--- src/rtl/core/tel_pkg.sv ---
// ----------------------------------------------------------------------------
// tel_pkg: shared types and constants of the timer expiry list
// Sizes, command codes and the structs passed along the row of list cells.
// ----------------------------------------------------------------------------
package tel_pkg;

  localparam int TIMERS    = 16;
  localparam int TIME_BITS = 32;
  localparam int ID_W      = 4;

  typedef enum logic [1:0] {
    CMD_ADD  = 2'd0,
    CMD_DEL  = 2'd1,
    CMD_MOD  = 2'd2,
    CMD_SCAN = 2'd3
  } tel_cmd_e;

  // broadcast to every cell
  typedef struct packed {
    logic                 by_exp;   // match on expiry instead of id
    logic                 apply;    // remove the first matching entry
    logic                 load;     // append new entry at the tail
    logic [ID_W-1:0]      key_id;
    logic [TIME_BITS-1:0] new_exp;
    logic [TIME_BITS-1:0] now;
  } tel_ctrl_t;

  // passed from head toward tail
  typedef struct packed {
    logic            hit_any;  // a match at or before this cell
    logic            two;      // two or more matches so far
    logic [ID_W-1:0] fid;      // id of the first match
  } tel_chain_t;

endpackage

--- src/rtl/core/timer_expiry_list_core.sv ---
// ----------------------------------------------------------------------------
// timer_expiry_list_core: ordered list of armed timers
// Add, delete, modify and scan requests on a row of list cells.
// ----------------------------------------------------------------------------
// Usage:
//   Requests enter on the s_axis channel, one per handshake. Add, delete and
//   modify act on the list in the cycle they are accepted and give a single
//   response in the next cycle. Scan latches the current time, then, while
//   the output register is free, removes the first expired entry of the list
//   each cycle and reports it, in list order; tlast marks the final report.
//   With nothing expired, scan gives one response with the fired flag low.
//   The removal step sets the pace, one entry per cycle through the cell row
//   as long as the receiver takes the responses; a stall pauses it.
//   The block takes a new request only once the previous scan is finished;
//   the output register lets that request be accepted in the same cycle the
//   last response is taken.
//   Reset clears all valid bits: the list comes up empty, no timer pending.
//   When the receiver stalls (m_axis_tready low), the response holds and the
//   scan pauses with the list unchanged until the response is taken.
// ----------------------------------------------------------------------------
module timer_expiry_list_core (
  input  logic        clk_i,
  input  logic        rst_ni,
  input  logic        s_axis_tvalid,
  output logic        s_axis_tready,
  // [1:0] cmd, [5:2] timer_id, [37:6] expiry, [69:38] now, [71:70] zero
  input  logic [71:0] s_axis_tdata,
  output logic        m_axis_tvalid,
  input  logic        m_axis_tready,
  // [3:0] fire_id, [4] status, [7:5] zero
  output logic [7:0]  m_axis_tdata,
  // [0] fired
  output logic        m_axis_tuser,
  output logic        m_axis_tlast
);

  localparam int IDW = tel_pkg::ID_W;
  localparam int TB  = tel_pkg::TIME_BITS;

  typedef enum logic {
    ST_IDLE,
    ST_SCAN
  } state_e;

  state_e                 state_q;
  logic                   out_valid_q, out_fired_q, out_status_q, out_last_q;
  logic [IDW-1:0]         out_id_q;
  logic [IDW-1:0]         key_id_q;
  logic [TB-1:0]          now_q;

  tel_pkg::tel_cmd_e      cmd;
  logic [IDW-1:0]         in_id;
  logic [TB-1:0]          in_exp;
  logic [TB-1:0]          in_now;
  logic                   out_free, in_fire, in_range, pending, scan_step;
  logic                   out_load;
  tel_pkg::tel_ctrl_t     ctrl;
  tel_pkg::tel_chain_t    res;

  // request fields
  assign cmd    = tel_pkg::tel_cmd_e'(s_axis_tdata[1:0]);
  assign in_id  = s_axis_tdata[5:2];
  assign in_exp = s_axis_tdata[37:6];
  assign in_now = s_axis_tdata[69:38];

  // output register is free or drains this cycle
  assign out_free      = ~out_valid_q | m_axis_tready;
  assign s_axis_tready = (state_q == ST_IDLE) & out_free;
  assign in_fire       = s_axis_tvalid & s_axis_tready;
  assign in_range      = {1'b0, in_id} < (IDW+1)'(tel_pkg::TIMERS);
  // in idle the cells match on id, so any hit means the timer is pending
  assign pending       = res.hit_any;
  assign scan_step     = (state_q == ST_SCAN) & out_free;
  // a new response enters the output register this cycle
  assign out_load      = (in_fire & (cmd != tel_pkg::CMD_SCAN)) | scan_step;

  always_comb begin
    ctrl         = '0;
    ctrl.now     = now_q;
    ctrl.new_exp = in_exp;
    ctrl.key_id  = in_id;
    if (state_q == ST_SCAN) begin
      ctrl.by_exp = 1'b1;
      ctrl.key_id = key_id_q;
      ctrl.apply  = scan_step & res.hit_any;
    end else begin
      ctrl.apply = in_fire & in_range &
                   ((cmd == tel_pkg::CMD_DEL) | (cmd == tel_pkg::CMD_MOD));
      ctrl.load  = in_fire & in_range &
                   (((cmd == tel_pkg::CMD_ADD) & ~pending) | (cmd == tel_pkg::CMD_MOD));
    end
  end

  tel_chain u_chain (
    .clk_i    (clk_i),
    .rst_ni   (rst_ni),
    .ctrl_i   (ctrl),
    .result_o (res)
  );

  always_ff @(posedge clk_i or negedge rst_ni) begin
    if (!rst_ni) begin
      state_q      <= ST_IDLE;
      out_valid_q  <= 1'b0;
      out_id_q     <= '0;
      out_fired_q  <= 1'b0;
      out_status_q <= 1'b0;
      out_last_q   <= 1'b0;
      key_id_q     <= '0;
      now_q        <= '0;
    end else begin
      if (out_load) begin
        out_valid_q <= 1'b1;
      end else if (m_axis_tready) begin
        out_valid_q <= 1'b0;
      end
      case (state_q)
        ST_IDLE: begin
          if (in_fire) begin
            if (cmd == tel_pkg::CMD_SCAN) begin
              now_q    <= in_now;
              key_id_q <= in_id;
              state_q  <= ST_SCAN;
            end else begin
              out_id_q    <= in_id;
              out_fired_q <= 1'b0;
              out_last_q  <= 1'b1;
              if (!in_range) begin
                out_status_q <= 1'b1;
              end else if (cmd == tel_pkg::CMD_ADD) begin
                out_status_q <= pending;
              end else if (cmd == tel_pkg::CMD_DEL) begin
                out_status_q <= ~pending;
              end else begin
                out_status_q <= 1'b0;
              end
            end
          end
        end
        ST_SCAN: begin
          if (scan_step) begin
            out_status_q <= 1'b0;
            if (res.hit_any) begin
              out_id_q    <= res.fid;
              out_fired_q <= 1'b1;
              out_last_q  <= ~res.two;
              if (!res.two) begin
                state_q <= ST_IDLE;
              end
            end else begin
              // nothing expired: echo the request
              out_id_q    <= key_id_q;
              out_fired_q <= 1'b0;
              out_last_q  <= 1'b1;
              state_q     <= ST_IDLE;
            end
          end
        end
        default: begin
          state_q <= ST_IDLE;
        end
      endcase
    end
  end

  assign m_axis_tvalid = out_valid_q;
  assign m_axis_tdata  = {3'b000, out_status_q, out_id_q};
  assign m_axis_tuser  = out_fired_q;
  assign m_axis_tlast  = out_last_q;

endmodule

--- src/rtl/core/tel_cell.sv ---
// ----------------------------------------------------------------------------
// tel_cell: one list entry
// Holds id and expiry of one armed timer; shifts toward the head on removal.
// ----------------------------------------------------------------------------
module tel_cell (
  input  logic                          clk_i,
  input  logic                          rst_ni,
  input  tel_pkg::tel_ctrl_t            ctrl_i,
  input  logic                          any_hit_i,
  input  logic                          left_valid_i,
  input  logic                          right_valid_i,
  input  logic [tel_pkg::ID_W-1:0]      right_id_i,
  input  logic [tel_pkg::TIME_BITS-1:0] right_exp_i,
  input  tel_pkg::tel_chain_t           chain_i,
  output tel_pkg::tel_chain_t           chain_o,
  output logic                          valid_o,
  output logic [tel_pkg::ID_W-1:0]      id_o,
  output logic [tel_pkg::TIME_BITS-1:0] exp_o
);

  logic                          valid_q, valid_d;
  logic [tel_pkg::ID_W-1:0]      id_q, id_d;
  logic [tel_pkg::TIME_BITS-1:0] exp_q, exp_d;
  logic [tel_pkg::TIME_BITS-1:0] diff;
  logic                          expired, hit, load_here;

  // wraparound signed difference now - expiry >= 0
  assign diff    = ctrl_i.now - exp_q;
  assign expired = ~diff[tel_pkg::TIME_BITS-1];
  assign hit     = valid_q & (ctrl_i.by_exp ? expired : (id_q == ctrl_i.key_id));

  assign chain_o.hit_any = chain_i.hit_any | hit;
  assign chain_o.two     = chain_i.two | (chain_i.hit_any & hit);
  assign chain_o.fid     = (!chain_i.hit_any && hit) ? id_q : chain_i.fid;

  // tail after this cycle's removal: last valid cell if one goes, else first empty
  assign load_here = ctrl_i.load &
                     (any_hit_i ? (valid_q & ~right_valid_i) : (~valid_q & left_valid_i));

  always_comb begin
    valid_d = valid_q;
    id_d    = id_q;
    exp_d   = exp_q;
    if (load_here) begin
      valid_d = 1'b1;
      id_d    = ctrl_i.key_id;
      exp_d   = ctrl_i.new_exp;
    end else if (ctrl_i.apply && chain_o.hit_any) begin
      valid_d = right_valid_i;
      id_d    = right_id_i;
      exp_d   = right_exp_i;
    end
  end

  always_ff @(posedge clk_i or negedge rst_ni) begin
    if (!rst_ni) begin
      valid_q <= 1'b0;
    end else begin
      valid_q <= valid_d;
    end
  end

  always_ff @(posedge clk_i) begin
    id_q  <= id_d;
    exp_q <= exp_d;
  end

  assign valid_o = valid_q;
  assign id_o    = id_q;
  assign exp_o   = exp_q;

endmodule

--- src/rtl/core/tel_chain.sv ---
// ----------------------------------------------------------------------------
// tel_chain: row of list cells
// Head at cell 0; entries stay contiguous and in list order.
// ----------------------------------------------------------------------------
module tel_chain (
  input  logic                clk_i,
  input  logic                rst_ni,
  input  tel_pkg::tel_ctrl_t  ctrl_i,
  output tel_pkg::tel_chain_t result_o
);

  localparam int N = tel_pkg::TIMERS;

  tel_pkg::tel_chain_t           chain [N+1];
  logic                          valid [N+2];
  logic [tel_pkg::ID_W-1:0]      ids   [N+1];
  logic [tel_pkg::TIME_BITS-1:0] exps  [N+1];

  assign chain[0]    = '0;
  assign valid[0]    = 1'b1;   // left of head counts as occupied
  assign valid[N+1]  = 1'b0;   // right of tail is empty
  assign ids[N]      = '0;
  assign exps[N]     = '0;

  for (genvar i = 0; i < N; i++) begin : g_cell
    tel_cell u_cell (
      .clk_i         (clk_i),
      .rst_ni        (rst_ni),
      .ctrl_i        (ctrl_i),
      .any_hit_i     (chain[N].hit_any),
      .left_valid_i  (valid[i]),
      .right_valid_i (valid[i+2]),
      .right_id_i    (ids[i+1]),
      .right_exp_i   (exps[i+1]),
      .chain_i       (chain[i]),
      .chain_o       (chain[i+1]),
      .valid_o       (valid[i+1]),
      .id_o          (ids[i]),
      .exp_o         (exps[i])
    );
  end

  assign result_o = chain[N];

endmodule

--- config.mk ---
export PLATFORM = sky130hd
export DESIGN_NAME = timer_expiry_list_core
export DESIGN_NICKNAME = d
export VERILOG_FILES = /design/src/rtl/core/tel_pkg.sv /design/src/rtl/core/timer_expiry_list_core.sv /design/src/rtl/core/tel_cell.sv /design/src/rtl/core/tel_chain.sv
export SDC_FILE = /design/constraint.sdc
export NUM_CORES = 2
export LEC_CHECK = 0
export BUFFER_PORTS_ARGS = -buffer_cell sky130_fd_sc_hd__buf_2
export CORE_UTILIZATION = 55
export DETAILED_ROUTE_END_ITERATION = 8
export PLACE_DENSITY_LB_ADDON = 0.08
export SLEW_MARGIN = 20
export SYNTH_ARGS = -nofsm -noshare
export SYNTH_HDL_FRONTEND = slang
export SYNTH_SLANG_ARGS = --single-unit
--- constraint.sdc ---
create_clock -name clk_i -period 21.6 [get_ports clk_i]
set_input_delay 1.08 -clock clk_i [delete_from_list [all_inputs] [get_ports clk_i]]
set_output_delay 1.08 -clock clk_i [all_outputs]
set_load 0.05 [all_outputs]
==> results.txt <==
The H-tree generated during clock tree synthesis spans 3 levels. Once the clock tree was built, the setup fixing pass inserted 0 buffers. For the hold violation count in the final report, the log shows 0.

For the pin count of the biggest net entering global routing, the log shows 40. The chip width is 279 um, and the required arrival time at the worst endpoint is 21.83 ns. Static timing analysis puts the maximum clock frequency at 120 MHz. The number of violations of the max-capacitance limit is 0. Setup violations remaining at the end of the flow were counted as 0. The post-synthesis register bit count works out to 637. In the synthesized netlist the dominant register cell turns out to be edfxtp_1.

The post-detailed-route via-to-cell ratio is 6.22, and the maximum buffer depth of the clock tree is 3. After routing, the total negative slack on setup checks comes to 0 ns. The net count of the finished layout came out at 4,246. For the synthesized area, the log shows 42,100 um^2. The min-delay analysis places its worst path in the category in -> async. For the pin with the worst max-slew slack, the measured transition is 1.17 ns. The number of synthesis warnings was 0; the design area was 45,700 um^2. Gates resized during post-CTS repair numbered 0. The combined global-route utilization of all metal layers is 30.8%, and the data arrival time of the critical path is 8.55 ns. Once the floorplan was initialized, standard cells occupied 55.5% of the core. The critical path in this run is classified as reg -> reg.

Compared with the post-synthesis result, the final layout area differs by 8.65%. The die span in y was 279 um; the number of global-route vias before repair was 30,600. The tools report the worst relative slew slack as 21.3%.

Clock latency on the worst-skew pair, taken at its later pin, is 0.62 ns. After the first detailed-routing iteration, the DRC count stood at 2,414. The worst setup path is captured at a flop. The post-route netlist has 15.4% of its cells at a drive strength greater than 1.

For this block, the routed nets add up to 119,000 um of wire. 88 I/O pins were placed. Clock-pin slew was measured on the worst setup and hold paths at 0.06 ns. The number of flops mapped to enable cells by yosys works out to 576. Setup repair after global routing left no endpoint under its margin. The pre-antenna-repair detailed-routing pass consisted of 6 iterations. The logs give 0 for the number of remaining DRC errors and 180,000 um for the wire length of the first global-routing pass. The worst setup path is launched from a flop. The smallest clock period supported by the final layout is computed as 8.32 ns. The via count was 29,300; the number of sinks driven by the clock tree was 637.

The tree is rooted in a clkbuf_16. The initial antenna violation count came out at 3. For this run, the register share of the synthesized area comes to 44.7%. At the end of routability-driven placement, the weighted congestion stood at 0.942. After technology mapping, the gate count stands at 3,612. The total of buffers placed on input and output ports was 82; the final-report max-slew violation count was 0.

The detail route stage leaves a number of antenna-violating nets equal to 0. The largest fanout on the critical path is 38, and the site row count is 101. Setup clock skew after layout: 0.0154 ns. Average size of a mapped cell: 11.6 um^2.

Average wire per cell in the routed design: 25.3 um. The proportion of synthesized flip-flops having asynchronous set or reset works out to 9.58%. In this run the cell area measured after placement is 43,500 um^2. For this run the aggregate overflow at the end of global routing stands at 0.

Clock tree synthesis inserted a total of 74 buffers. Of the available clock period, the critical path in the final layout requires 38.5%. After floorplanning, the core was sized to cover 75,800 um^2. In this run, post-CTS hold repair placed 0 buffers. The run finished with clean final reports. The placed wire-length estimate after detailed placement was 85,100 um. The floorplan step defined a die boundary enclosing 77,600 um^2. TritonCTS built the clock tree.

For the number of distinct standard cells referenced by the synthesized netlist, the log shows 90.
[cells in the final DEF, fill, tap and decap left out, types with 17 or more instances in the layout]
| cell | n |
|---|---|
| nand2_1 | 138 |
| dfrtp_1 | 61 |
| nor2b_1 | 36 |
| nor4_1 | 17 |
| mux2_1 | 285 |
| a21oi_1 | 166 |
| xnor2_1 | 68 |
| nand4_1 | 64 |
| o21ai_0 | 109 |
| a211o_1 | 18 |
| and3_1 | 18 |
| edfxtp_1 | 576 |
| buf_4 | 52 |
| inv_1 | 508 |
| mux2_2 | 286 |
| clkbuf_1 | 17 |
| ha_1 | 484 |
| clkbuf_16 | 77 |
| nor2_1 | 82 |
| nand3_1 | 64 |
| mux2i_1 | 29 |
| buf_2 | 81 |
| a211oi_1 | 35 |
| a21o_1 | 46 |
| nand2b_1 | 20 |
| and2_1 | 40 |
| nor3_1 | 44 |
[kinds of logic (layout without fill, tap and decap cells)]
| group | after synthesis | in the layout | share of synthesized area [%] |
|---|---|---|---|
| other | 1 | 6 | 0.00891 |
| adder cells (fa/ha/maj) | 485 | 485 | 14.4 |
| multiplexers | 608 | 608 | 16.3 |
| AO/OA/AOI/OAI | 570 | 570 | 8.85 |
| flip-flops | 637 | 637 | 44.7 |
| AND/OR/NAND/NOR | 583 | 583 | 7.51 |
| XOR/XNOR | 82 | 82 | 1.71 |
| buffers and inverters | 646 | 766 | 6.44 |
[path summary, 6_finish.rpt]
path	startpoint	to	slack [ns]	cells past startpoint
setup reg to reg	now_q[29]	u_chain.g_cell[13].u_cell.exp_o[15]	13.28	14
hold / removal	rst_ni	now_q[16]	0.40	1
min in group clk_i	m_axis_tuser	m_axis_tuser	0.50	1
hold reg to reg	m_axis_tuser	m_axis_tuser	0.50	1
max in group asynchronous	rst_ni	key_id_q[1]	20.20	2
setup / recovery	now_q[29]	u_chain.g_cell[13].u_cell.exp_o[15]	13.28	14
[sequential cells by signal, summed over array words and instances, names as in the netlist]
name	cells
m_axis_tuser	1
u_chain.g_cell.u_cell.valid_o	16
out_status_q	1
u_chain.g_cell.u_cell.id_o	64
out_id_q	4
state_q	1
now_q	32
u_chain.g_cell.u_cell.exp_o	512
m_axis_tlast	1
m_axis_tvalid	1
key_id_q	4
[stage by stage]
step | hold slack (ns) | setup WS [ns] | cells | util (%)
after floorplan | 0.470 | 14.17 | 3614 | -
after global placement | 0.490 | 13.60 | 4588 | 57.3
after detailed placement | 0.485 | 13.47 | 4588 | 57.3
after CTS | 0.401 | 13.43 | 4712 | 60.3
after global routing | 0.419 | 12.95 | 4714 | 60.3
final | 0.404 | 13.28 | 4715 | 60.3
[cell type report]
class,instances,area (um^2)
diodes,3,7.51
clock buffers,98,2050
clock inverters,26,180
fillers,6146,30100
inverters,509,1910
multi-input cells,2331,20700
flip-flops and latches,637,18800
well taps,978,1220
repair buffers,133,796
[worst max-delay path, stage by stage, from the launching register on]
cell and delay, ns:
dfrtp_1 1.03, ha_1 0.29, nand4_1 0.28, nor4_1 0.70, o21ai_0 0.25, a31oi_1 0.56, mux2i_1 0.25, and3_1 0.52
nor3b_2 0.41, nand3_1 0.46, or4_1 0.64, o2bb2a_4 0.24, buf_4 0.41, nor2_8 0.79, or2_2 0.99
[metal layers]
layer,vias to the layer above,track usage (%),routed length [um]
met5,-,0,0
met4,0,12.6,5110
met3,275,4.17,7080
met2,972,53.5,58500
met1,14700,38.7,48800
li1,13400,-,-
[synthesized netlist by cell type (67+ instances only)]
library cell,count,area [um^2]
a21oi_1,166,831
clkbuf_1,67,251
edfxtp_1,576,17300
ha_1,484,6060
inv_1,508,1910
mux2_1,285,3210
mux2_2,286,3220
nand2_1,138,518
nor2_1,86,323
o21ai_0,116,581
xnor2_1,68,596
Power is left out: the tool's default activity adds up to more than one toggle a clock period on the data nets, which glitch-free logic cannot reach.
